[config.mk]
export PLATFORM = sky130hd
export DESIGN_NAME = pcbp_emitter
export DESIGN_NICKNAME = d
export VERILOG_FILES = /design/src/pcbp_pkg.sv /design/src/pcbp_emitter.sv
export SDC_FILE = /design/constraint.sdc
export NUM_CORES = 1
export LEC_CHECK = 0
export BUFFER_PORTS_ARGS = -buffer_cell sky130_fd_sc_hd__buf_4
export CORE_UTILIZATION = 45
export DETAILED_ROUTE_END_ITERATION = 12
export PLACE_DENSITY_LB_ADDON = 0.08
export SYNTH_ARGS = -nofsm -noshare
export SYNTH_HDL_FRONTEND = slang
export SYNTH_SLANG_ARGS = --single-unit
export TNS_END_PERCENT = 100
[constraint.sdc]
create_clock -name clk -period 2 [get_ports clk]
set_input_delay 0.1 -clock clk [delete_from_list [all_inputs] [get_ports clk]]
set_output_delay 0.1 -clock clk [all_outputs]
set_load 0.02 [all_outputs]
[src/pcbp_pkg.sv]
package pcbp_pkg;

    localparam int SYM_W        = 8;
    localparam int CODE_W       = 32;
    localparam int LEN_W        = 6;
    localparam int KIND_W       = 2;
    localparam int BYTE_W       = 8;
    localparam int PEND_W       = 7;
    localparam int CNT_W        = 3;
    localparam int MAX_CODE_LEN = 32;
    localparam int SYMBOL_COUNT = 256;
    localparam int ACC_W        = PEND_W + CODE_W;
    localparam int IN_DATA_W    = 48;

    localparam logic [KIND_W-1:0] KIND_LOAD   = 2'd0;
    localparam logic [KIND_W-1:0] KIND_SYMBOL = 2'd1;
    localparam logic [KIND_W-1:0] KIND_FLUSH  = 2'd2;

    typedef struct packed {
        logic [LEN_W-1:0]  len;
        logic [CODE_W-1:0] code;
    } entry_t;

    // Complete bytes of one item, right-aligned, first byte highest
    typedef struct packed {
        logic [CODE_W-1:0] word;
        logic [CNT_W-1:0]  count;
        logic              eos;
    } burst_t;

endpackage

[src/pcbp_emitter.sv]
module pcbp_emitter
(
    input  logic                           clk,
    input  logic                           rst_n,
    input  logic                           burst_valid,
    output logic                           burst_ready,
    input  pcbp_pkg::burst_t               burst,
    output logic                           out_valid,
    input  logic                           out_ready,
    output logic [pcbp_pkg::BYTE_W-1:0]    out_byte,
    output logic                           out_last,
    output logic                           out_eos
);
    import pcbp_pkg::*;

    logic [CODE_W-1:0] word_reg;
    logic [CNT_W-1:0]  cnt_reg, cnt_next;
    logic              eos_reg;
    logic              out_valid_reg;
    logic [BYTE_W-1:0] out_byte_reg;
    logic              out_last_reg;
    logic              out_eos_reg;

    logic              out_load;
    logic              take;
    logic [1:0]        idx;

    assign out_load    = (cnt_reg != '0) && (!out_valid_reg || out_ready);
    assign burst_ready = (cnt_reg == '0) || ((cnt_reg == CNT_W'(1)) && out_load);
    assign take        = burst_valid && burst_ready;
    // Highest remaining byte goes out first
    assign idx         = cnt_reg[1:0] - 2'd1;

    always_comb
    begin
        cnt_next = cnt_reg;
        if (take)
        begin
            cnt_next = burst.count;
        end
        else if (out_load)
        begin
            cnt_next = cnt_reg - CNT_W'(1);
        end
    end

    always_ff @(posedge clk or negedge rst_n)
    begin
        if (!rst_n)
        begin
            cnt_reg       <= '0;
            out_valid_reg <= 1'b0;
        end
        else
        begin
            cnt_reg <= cnt_next;
            if (out_load)
            begin
                out_valid_reg <= 1'b1;
            end
            else if (out_ready)
            begin
                out_valid_reg <= 1'b0;
            end
        end
    end

    always_ff @(posedge clk)
    begin
        if (take)
        begin
            word_reg <= burst.word;
            eos_reg  <= burst.eos;
        end
        if (out_load)
        begin
            out_byte_reg <= word_reg[idx*BYTE_W +: BYTE_W];
            out_last_reg <= (cnt_reg == CNT_W'(1));
            out_eos_reg  <= eos_reg && (cnt_reg == CNT_W'(1));
        end
    end

    assign out_valid = out_valid_reg;
    assign out_byte  = out_byte_reg;
    assign out_last  = out_last_reg;
    assign out_eos   = out_eos_reg;

endmodule

Word level (Yosys, flattened, before mapping)

Index checks and enable logic that the tools add are counted.
Widths: inputs -> output; s select.

Register bits after elaboration: 47
Input bits: 40
Output and inout port bits: 12
Word-level logic and storage cells: 26

Add/sub/neg operators: 2
Eq/ne operators: 1
Shift operators: 1
Muxes and demuxes: 4
Reduce and logical (&&, ||, !) cells: 11

Operator list:

| cell                | count |
|---|---|
| $shiftx 32x6->8     | 1 |
| $mux 3              | 2 |
| $logic_and 1x1->1   | 4 |
| $reduce_bool 2->1   | 2 |
| $eq 3x1->1 const B  | 1 |
| $logic_not 3->1     | 1 |
| $reduce_bool 3->1   | 1 |
| $sub 3x1->3 const B | 1 |
| $logic_or 1x1->1    | 2 |
| $mux 1              | 2 |
| $sub 2x1->2 const B | 1 |
| $logic_not 1->1     | 1 |

Logic depth before layout (Yosys ltp)

Depth after elaboration: 7
Depth in mapped cells: 7
Mapped depth without buffers: 6

Worst setup path after synthesis

No wires, ideal clock.

Kind: register -> register
Start: reg cnt_reg[0]
End: reg eos_reg (enable)
Setup time: 388 ps
Data arrival time: 1867 ps
Required time: 1612 ps
Slack: -255 ps
Cell stages (with the launch flop): 8
Buffers on the path: 1
Period minus slack after synthesis: 2255 ps
Path through: dfrtp_1 buf_2 inv_1 ha_1 nand2b_2 a21bo_4 nand2_4 inv_1

Cells in the longest elaborated chain, start to end: 5
Elaborated cells on any way between the ends: 7
Classes of those cells: eq/ne (1); reduce/logical (6)

Ends and longest elaborated chain:

| what                     | line               | RTL |
|---|---|---|
| start: declaration       | pcbp_emitter.sv:17 | `logic [CNT_W-1:0] cnt_reg, cnt_next;` |
| start signal: assignment | pcbp_emitter.sv:56 | `cnt_reg <= cnt_next;` |
| $reduce_bool 3->1        | pcbp_emitter.sv:28 | `assign out_load = (cnt_reg != '0) && (!out_valid_reg \|\| out_ready);` |
| $logic_and 1x1->1        | pcbp_emitter.sv:28 |  |
| $logic_and 1x1->1        | pcbp_emitter.sv:29 | `assign burst_ready = (cnt_reg == '0) \|\| ((cnt_reg == CNT_W'(1)) && out_load);` |
| $logic_or 1x1->1 (*)     | pcbp_emitter.sv:29 |  |
| net burst_ready          | pcbp_emitter.sv:6  | `output logic burst_ready,` |
| $logic_and 1x1->1 (*)    | pcbp_emitter.sv:30 | `assign take = burst_valid && burst_ready;` |
| net take                 | pcbp_emitter.sv:25 | `logic take;` |
| end signal: assignment   | pcbp_emitter.sv:73 | `eos_reg <= burst.eos;` |
| end: declaration         | pcbp_emitter.sv:18 | `logic eos_reg;` |

Mark *: on every way through the listed nets, which the timed path passes. The rest lies on a longest branch.
A chain may end at the register's enable or synchronous reset.

Final worst setup path

Start: reg cnt_reg[1]
End: reg word_reg[0] (enable)

Cells in the longest elaborated chain, start to end: 5
Elaborated cells on any way between the ends: 7
Classes of those cells: eq/ne (1); reduce/logical (6)

Ends and longest elaborated chain:

| what                   | line               | RTL |
|---|---|---|
| $reduce_bool 3->1      | pcbp_emitter.sv:28 |  |
| $logic_and 1x1->1      | pcbp_emitter.sv:28 |  |
| $logic_and 1x1->1      | pcbp_emitter.sv:29 |  |
| $logic_or 1x1->1 (*)   | pcbp_emitter.sv:29 |  |
| $logic_and 1x1->1 (*)  | pcbp_emitter.sv:30 |  |
| net take               | pcbp_emitter.sv:25 |  |
| end signal: assignment | pcbp_emitter.sv:72 | `word_reg <= burst.word;` |
| end: declaration       | pcbp_emitter.sv:16 | `logic [CODE_W-1:0] word_reg;` |

Marked as above.

==> reports/results.txt <==
outcome -> finished clean
CP top delay family -> buffers and inverters
largest cells by area after synthesis -> edfxtp_1, mux4_2, dfrtp_1
slowest CP cell -> dfrtp_1
post-cts resize count -> 0
RSZ-0062 raised after global routing -> no
top cell type's share of synthesized area -> 0.7202
critical path, cell by cell -> inv_1 -> ha_1 -> and2b_4 -> a21bo_4 -> nand2_4 -> clkinvlp_4 -> buf_4
CP peak stage delay -> 0.36 ns
Die ar. -> 4241 um2
Max Root-Sink Buffers -> 2
mapped cell area -> 1793 um2
DRT iter0 DRCs -> 43
Worst Hold Class -> input port to register
Unique masters post-synth -> 20
vias per cell -> 4.604
peak supply drop -> 0.8019 mV
Top Ports -> 52
Worst EP arrival -> 1.78 ns
Fillers -> 245
fmax -> 545.0 MHz
Fin Clk Skew -> 0.005182 ns
Gate Count Post-Synth -> 80
setup_tns -> 0 ns
initial antenna violation count -> 0
Tot GR Track Use -> 0.1635
Power per Cell Area -> 1274 nW/um2
grt total ovfl -> 0
routed vias -> 1022
register area share after synthesis -> 0.7760
Final Slew Violations -> 0
Slew headroom -> 0.6916
Final Hold Viols -> 0
Layout Area Growth over Synthesis -> 50.10%
share of cells above drive strength 1 -> 0.4713
Die Width -> 65.12 um
Initial Util -> 0.4789
final worst path period share -> 0.9174
worst skew pair latency -> 0.29 ns
crit end category -> register
startpoint types -> register
vias in the first global route -> 1099
Inst Count DP -> 180
Placed Area -> 2266 um2
Finished Core Util -> 0.7189
commonest cells after routing, fill and taps aside -> buf_4, edfxtp_1, dlygate4sd3_1
area leader, netlist -> edfxtp_1
min Tclk post-route -> 1.835 ns
YS warnings -> 0
Largest register FFs -> 32
Antenna Cells -> 0
number of CTS-inserted buffers -> 5
Placer Congestion -> 0.6556
Synth Area per Inst -> 22.41 um2
DRC violations left -> 0
Final Setup Violations -> 0
FP Rows -> 22
design area -> 2691 um2
clock root buffer -> clkbuf_8
crit path buf inv count -> 3
Static Leakage -> 1.064 nW
Layout Nets -> 216
routed len/inst -> 13.73 um
clk slew on worst S/H paths -> 0.08 ns
number of port buffers -> 51
Core Area -> 3744 um2
Synth Register Bits -> 47
post-DP HPWL -> 1880 um
largest net degree at the start of global routing -> 34
max-cap violations -> 0
WP data required -> 1.95 ns
clock sink total -> 47
Syn Nets -> 123
CTS tree -> built
Max H-tree Level -> 2
DRT antenna net count -> 0
worst-margin pin slew -> 0.4621 ns
Crit Path Max Fanout -> 33
Tot Pwr -> 3.430 mW
First-pass DRT Iterations -> 4
global-route wire length before repair -> 4912 um
DIE HEIGHT -> 65.12 um
Finished Layout Cells -> 222
commonest non-fill, non-tap cell in the layout -> buf_4
critical setup path kind -> register to register
WL final -> 3047 um
-- final cells by class --
type	count	area [um2]	area share
sequential	47	1391	0.5170
timing repair buffer	88	745.7	0.2771
multi-input combinational	27	390.4	0.1450
clock buffer	6	72.57	0.02696
tap	48	60.06	0.02232
inverter	4	18.77	0.006974
clock inverter	2	12.51	0.004649
-- power breakdown --
group,switching (mW),internal (mW)
Combinational,0.624,0.729
Clock,0.296,0.244
Sequential,0.0871,1.45
Total,1.01,2.42
-- timing repair --
action | 4_1_cts | 5_1_grt
buffers inserted | 0 | 0
hold endpoints to repair | 37 | 0
hold buffers | 34 | 0
-- metrics by stage --
step,setup slack (ns),hold slack (ns)
after floorplan,0.007700,-0.1956
after global placement,0.2270,-0.09970
after detailed placement,0.1676,-0.09794
after CTS,0.1511,0.02483
after global routing,0.04541,0.02875
final,0.1652,0.03332
-- worst paths after layout --
path | depth (start not counted) | slack [ns] | from | end
setup / recovery | 7 | 0.17 | cnt_reg[1] | word_reg[0]
hold / removal | 2 | 0.03 | burst[3] | cnt_reg[2]
setup reg to reg | 7 | 0.17 | cnt_reg[1] | word_reg[0]
hold reg to reg | 1 | 0.54 | eos_reg | out_eos
max in group asynchronous | 2 | 1.76 | rst_n | out_valid
min in group asynchronous | 2 | 0.13 | rst_n | cnt_reg[0]
-- Yosys cell counts, drive strengths merged --
master,n
mux4,8
mux2,4
nand2,3
ha,3
nand2b,3
and2,1
buf,1
dfrtp,4
nor2,1
a21bo,1
xnor2,1
mux2i,1
inv,4
clkbuf,1
and2b,1
edfxtp,43
-- metal layers --
metal	track usage	vias to the layer above	share of wire
met5	0	-	0
met2	0.2904	35	0.53
li1	-	494	-
met1	0.1838	487	0.40
met3	0.04340	6	0.045
met4	0.07337	0	0.016
-- logic make-up after synthesis --
group / Yosys count / share of synthesized area
XOR/XNOR: 1 / 0.004886
adder cells (fa/ha/maj): 3 / 0.02094
buffers and inverters: 6 / 0.01325
multiplexers: 13 / 0.1375
AO/OA/AOI/OAI: 1 / 0.009074
AND/OR/NAND/NOR: 9 / 0.03838
flip-flops: 47 / 0.7760
No activity file was read; power rests on OpenSTA's default activity.
