`config.mk`:
```
export PLATFORM = sky130hd
export DESIGN_NAME = pcbp_packer
export DESIGN_NICKNAME = d
export VERILOG_FILES = /design/src/pcbp_pkg.sv /design/src/pcbp_packer.sv
export SDC_FILE = /design/constraint.sdc
export NUM_CORES = 1
export LEC_CHECK = 0
export BUFFER_PORTS_ARGS = -buffer_cell sky130_fd_sc_hd__buf_4
export CORE_ASPECT_RATIO = 0.9
export CORE_MARGIN = 2
export CORE_UTILIZATION = 57
export CTS_CLUSTER_DIAMETER = 50
export DETAILED_ROUTE_END_ITERATION = 6
export GPL_TIMING_DRIVEN = 1
export PLACE_DENSITY = 0.91
export SLEW_MARGIN = 20
export SYNTH_ARGS = -nofsm -noshare
export SYNTH_HDL_FRONTEND = slang
export SYNTH_SLANG_ARGS = --single-unit
export TNS_END_PERCENT = 30
```
`constraint.sdc`:
```
create_clock -name clk -period 5.73 [get_ports clk]
set_input_delay 1.4325 -clock clk [delete_from_list [all_inputs] [get_ports clk]]
set_output_delay 1.4325 -clock clk [all_outputs]
set_load 0.01 [all_outputs]
```
`src/pcbp_pkg.sv`:
```
package pcbp_pkg;

    localparam int SYM_W        = 8;
    localparam int CODE_W       = 32;
    localparam int LEN_W        = 6;
    localparam int KIND_W       = 2;
    localparam int BYTE_W       = 8;
    localparam int PEND_W       = 7;
    localparam int CNT_W        = 3;
    localparam int MAX_CODE_LEN = 32;
    localparam int SYMBOL_COUNT = 256;
    localparam int ACC_W        = PEND_W + CODE_W;
    localparam int IN_DATA_W    = 48;

    localparam logic [KIND_W-1:0] KIND_LOAD   = 2'd0;
    localparam logic [KIND_W-1:0] KIND_SYMBOL = 2'd1;
    localparam logic [KIND_W-1:0] KIND_FLUSH  = 2'd2;

    typedef struct packed {
        logic [LEN_W-1:0]  len;
        logic [CODE_W-1:0] code;
    } entry_t;

    // Complete bytes of one item, right-aligned, first byte highest
    typedef struct packed {
        logic [CODE_W-1:0] word;
        logic [CNT_W-1:0]  count;
        logic              eos;
    } burst_t;

endpackage

```
`src/pcbp_packer.sv`:
```
module pcbp_packer
(
    input  logic                          clk,
    input  logic                          rst_n,
    input  logic                          in_accept,
    input  logic [pcbp_pkg::KIND_W-1:0]   in_kind,
    output logic                          in_ready,
    input  pcbp_pkg::entry_t              entry,
    output logic                          burst_valid,
    input  logic                          burst_ready,
    output pcbp_pkg::burst_t              burst
);
    import pcbp_pkg::*;

    logic              valid_reg;
    logic [KIND_W-1:0] kind_reg;
    logic [PEND_W-1:0] pend_bits_reg, pend_bits_next;
    logic [CNT_W-1:0]  pend_cnt_reg, pend_cnt_next;

    logic              is_sym;
    logic              is_flush;
    logic [LEN_W-1:0]  len_eff;
    logic [CODE_W-1:0] masked;
    logic [ACC_W-1:0]  acc;
    logic [ACC_W-1:0]  shifted;
    logic [LEN_W-1:0]  total;
    logic [CNT_W-1:0]  nbytes;
    logic [BYTE_W-1:0] flush_byte;
    logic              gen;
    logic              advance;

    assign is_sym   = (kind_reg == KIND_SYMBOL);
    assign is_flush = (kind_reg == KIND_FLUSH);

    always_comb
    begin
        len_eff = (entry.len > LEN_W'(MAX_CODE_LEN)) ? LEN_W'(MAX_CODE_LEN) : entry.len;
        masked  = entry.code & ~({CODE_W{1'b1}} << len_eff);
        acc     = ({{CODE_W{1'b0}}, pend_bits_reg} << len_eff) | {{PEND_W{1'b0}}, masked};
        total   = {{(LEN_W-CNT_W){1'b0}}, pend_cnt_reg} + len_eff;
        nbytes  = total[LEN_W-1:3];
        shifted = acc >> total[2:0];
        // Left-align the leftover bits and pad with zeros
        flush_byte = {1'b0, pend_bits_reg} << (4'd8 - {1'b0, pend_cnt_reg});
    end

    assign gen = (is_sym && (nbytes != '0)) || (is_flush && (pend_cnt_reg != '0));
    assign advance     = valid_reg && (!gen || burst_ready);
    assign in_ready    = !valid_reg || advance;
    assign burst_valid = valid_reg && gen;

    always_comb
    begin
        burst.eos = is_flush;
        if (is_flush)
        begin
            burst.word  = {{(CODE_W-BYTE_W){1'b0}}, flush_byte};
            burst.count = CNT_W'(1);
        end
        else
        begin
            burst.word  = shifted[CODE_W-1:0];
            burst.count = nbytes;
        end
    end

    always_comb
    begin
        pend_bits_next = pend_bits_reg;
        pend_cnt_next  = pend_cnt_reg;
        if (advance && is_sym)
        begin
            pend_bits_next = acc[PEND_W-1:0] & ~({PEND_W{1'b1}} << total[2:0]);
            pend_cnt_next  = total[CNT_W-1:0];
        end
        else if (advance && is_flush)
        begin
            pend_bits_next = '0;
            pend_cnt_next  = '0;
        end
    end

    always_ff @(posedge clk or negedge rst_n)
    begin
        if (!rst_n)
        begin
            valid_reg     <= 1'b0;
            pend_bits_reg <= '0;
            pend_cnt_reg  <= '0;
        end
        else
        begin
            pend_bits_reg <= pend_bits_next;
            pend_cnt_reg  <= pend_cnt_next;
            if (in_accept)
            begin
                valid_reg <= 1'b1;
            end
            else if (advance)
            begin
                valid_reg <= 1'b0;
            end
        end
    end

    always_ff @(posedge clk)
    begin
        if (in_accept)
        begin
            kind_reg <= in_kind;
        end
    end

endmodule

```
Word level (Yosys, flattened, before mapping):

Cells that the tools add are included.

* add/subtract/negate cells: 2
* multipliers: 0
* div/mod/pow operators: 0
* $lt $le $gt $ge: 1
* equal/unequal tests: 2
* shifts and indexed selects: 5
* multiplexer cells: 8
* bitwise operators: 5
* reductions and logical operators: 15

Operator list (count)
* 39-bit by 32-bit bitwise OR with 39-bit output: 1
* 7-bit by 6-bit << shifter with 39-bit output: 1
* 39-bit by 3-bit >> shifter with 32-bit output: 1
* 35-bit 2-to-1 mux: 1
* 32-bit AND: 1
* 32-bit inverter: 1
* 32-bit by 6-bit << shifter with 32-bit output, first input constant: 1
* 7-bit 2-to-1 mux: 2
* 7-bit by 4-bit << shifter with 8-bit output: 1
* 7-bit AND: 1
* 7-bit inverter: 1
* 7-bit by 3-bit << shifter with 7-bit output, first input constant: 1
* 3-bit by 6-bit adder with 6-bit output: 1
* 6-bit greater-than comparator, second input constant: 1
* 1-bit logical AND: 6
* 3-bit 2-to-1 mux: 2
* 6-bit 2-to-1 mux: 1
* 3-bit nonzero test: 2
* 2-bit nonzero test: 2
* 4-bit by 3-bit subtractor with 4-bit output, first input constant: 1
* 1-bit logical OR: 3
* 2-bit by 1-bit == test with 1-bit output, second input constant: 1
* 2-bit == test, second input constant: 1
* 1-bit logical NOT: 2
* 1-bit 2-to-1 mux: 2

* bits in registers: 13
* bits in latches: 0
* memory bits (writable): 0
* bits in read-only memories: 0
* bits of input ports: 44
* output and inout port bits: 38
* logic and storage cells: 42
* memories: 0

Depth between registers and ports, before layout:

* depth after elaboration: 12
* mapped depth: 11
* depth with buffers taken out: 9

Least setup slack after synthesis:

OpenSTA, ideal clock, no wires.

* path type: input -> output
* start point: in entry[34] (netlist bit)
* end point: out burst[16] (netlist bit)
* arrival time: 3601 ps
* data required time: 4298 ps
* slack: 696 ps
* cell stages on the path: 10
* buffers on the path: 4
* path through: buf_2 > nand2b_1 > inv_1 > clkbuf_1 > ha_1 > xnor2_1 > nand2_1 > clkbuf_1 > clkbuf_1 > o22ai_1

RTL lines
* start: declaration: line pcbp_packer.sv:8 `input pcbp_pkg::entry_t entry,`
* end: declaration: line pcbp_packer.sv:11 `output pcbp_pkg::burst_t burst`

==> reports/results.ini <==
[outcome]
status = complete, no violations

[timing]
holdWs_ps = 632
fmax_mhz = 182
slew_viol_final = 0
rsz0062_at_grt = false
fin_crit_ps = 5510
finClkSkew_ps = 5.62
hold_violations = 0
relSlewSlack_pct = 48.7
fin_tns_setup_ps = 0
setup_violations = 0
finalCritPeriodShare_pct = 96.1
worstMarginPinSlew_ps = 769

[detailed_routing]
post-route-drc-count = 0
postRouteAntennaNets = 0
wire_per_inst_um = 23.0
drtIter0Drc = 834
vias = 5249
drt-vias-per-instance = 7.38
dr.pass1.iters = 6
finalWirelength_um = 16300

[clock_network]
cts_sinks = 13
cts_made_buffers = 3
ctsRootBufferMaster = clkbuf_8
worstSkewPairLatency_ps = 240
h-tree-depth = 1
cts_tree = done
ctsResizeCount = 0
cts_buffer_depth = 2
cts_setup_buffers = 0
postCtsHoldBufs = 0
path_clk_slew_ps = 50

[yosys]
netlist_area_um2 = 3920
synth_flop_cell = dfrtp_1
synthCells = 572
synth_top_cell_area_share_pct = 8.18
ys_types = 79
avgSynthCellArea_um2 = 6.85
netlist.top_cell.by_area = mux2i_1
yosysWarnings = 0
synth_seq_area_share_pct = 8.56
ys_ff_latch = 13
ys_top_cells_by_area = mux2i_1 (8.2%), mux2_2 (7.5%), dfrtp_1 (7.0%)
synthArstFlopShare_pct = 84.6
syn_nets = 621
synth-edff-count = 2

[flow_run]
max-cap-violations = 0

[finish]
area_growth_syn_to_layout_pct = 17.0
largest_reg_flops = 7
insertedDiodeCount = 0
final_cell_mix = buf_4 (102), nor2_1 (59), nand2_1 (59), o21ai_0 (45), mux2i_1 (32)
drive_above_1_share_pct = 24.2
final_common_cell = buf_4
finalNetCount = 671
post-route-util_pct = 69.2

[setup_path]
cp_slowest_cell = nor2b_2
worstPathRequired_ps = 4300
path_cells = buf_4 > nor2b_2 > xnor2_1 > ha_1 > nor2_1 > xor2_1 > buf_4 > nand2_1 > buf_4 > nor2_1 > a221oi_1 > o21ai_1 > buf_4
path_common_cell = buf_4
cpPeakStageDelay_ps = 360
worstPathMaxFanout = 28
cp-end-kind = output pin
cp.arrival_ps = 4070
path_class = in -> out
cp-start-kind = primary input

[floorplan]
core_um2 = 6620
io-pin-count = 82
rows = 28
floorplan.die_area_um2 = 7550
fp.dieW_um = 91.4
initial_core_util_pct = 59.2
die-height_um = 82.6

[pwr]
p_leak_nw = 1.94
p_per_area_nw_per_um2 = 309
ir_drop_uv = 334
total_power_mw = 1.42

[global_route]
grt_max_degree = 39
grt_pass1_wl_um = 25100
track_usage_pct = 42.6
grt-ovfl-total = 0
antenna_found_initial = 0
grt_pass1_vias = 4659

[placement]
port_buffers = 81
gp_congestion = 1.10
hpwl_um = 12500

[worst_hold_path]
min_path_type = reg -> reg

==> power by group <==
part,switching [mW],leakage [nW],internal (mW)
registers,0.0424,0.167,0.107
logic,0.677,1.75,0.511
clock network,0.0309,0.0228,0.0490
total,0.750,1.94,0.667
==> worst paths after layout <==
path,startpoint,endpoint,slack (ps),cells past startpoint
worst max register to register,pend_cnt_reg[0],pend_bits_reg[4],2920,8
min in group asynchronous,rst_n,pend_bits_reg[3],1010,1
worst min-delay path,pend_cnt_reg[1],pend_cnt_reg[1],630,1
max in group asynchronous,rst_n,pend_bits_reg[0],4570,1
worst max-delay path,entry[33],burst[11],220,13
worst min register to register,pend_cnt_reg[1],pend_cnt_reg[1],630,1
==> cell usage after synthesis (3+ instances only) <==
cell / instances
nand2_1: 59
nor2_1: 59
o21ai_0: 45
clkbuf_1: 33
mux2i_1: 32
nand3_1: 27
mux2_2: 26
a21oi_1: 21
o22ai_1: 17
inv_1: 15
a22oi_1: 14
buf_2: 14
nor3_1: 13
o211ai_1: 13
dfrtp_1: 11
a211oi_1: 10
nand2b_1: 9
a22o_1: 7
buf_4: 7
nor2b_1: 7
o2bb2ai_1: 7
a31oi_1: 6
a32o_1: 6
a32oi_1: 6
ha_1: 5
a21boi_0: 4
nand3b_1: 4
o21a_1: 4
o21ai_1: 4
o221ai_1: 4
a21o_1: 3
a221o_1: 3
a221oi_1: 3
a221oi_2: 3
a2bb2oi_1: 3
nand4_1: 3
o21bai_1: 3
xnor2_1: 3
==> cell families after synthesis <==
| family | after synthesis | share of synthesized area, % |
|---|---|---|
| AND/OR/NAND/NOR | 208 | 25.6 |
| AO/OA/AOI/OAI | 205 | 37.1 |
| buffers and inverters | 74 | 8.59 |
| multiplexers | 61 | 17.2 |
| flip-flops | 13 | 8.56 |
| adder cells (fa/ha/maj) | 6 | 1.85 |
| XOR/XNOR | 5 | 1.12 |
==> layout make-up <==
cell class                 instances  area [um2]
clock buffer                       4        45.0
fill                             575        2040
inverter                          16        60.1
multi-input combinational        485        3250
sequential                        13         335
tap                               90         113
timing repair buffer             103         786
==> layer usage <==
| layer | share of wire (%) | GRT usage, % | wire length (um) |
|---|---|---|---|
| met1 | 37 | 56.6 | 6100 |
| met4 | 6.0 | 22.1 | 988 |
| met2 | 43 | 65.8 | 6960 |
| met3 | 14 | 8.44 | 2300 |
| met5 | 0 | 0 | 0 |
==> per-stage QoR <==
stage | setup WS [ps] | cell area, um2 | std cells
4_1_cts | 329 | 4580 | 711
5_1_grt | 23.9 | 4580 | 711
3_5_place_dp | 386 | 4540 | 707
3_3_place_gp | 396 | 4540 | 707
6_report | 225 | 4580 | 711
2_1_floorplan | 696 | 3920 | 572
==> critical path: cells and delay by family <==
kind	cells	cell delay [ps]
AO/OA/AOI/OAI	2	250
XOR/XNOR	2	370
adder cells (fa/ha/maj)	1	220
buffers and inverters	4	910
AND/OR/NAND/NOR	4	910
(Power assumes the default switching activity.)
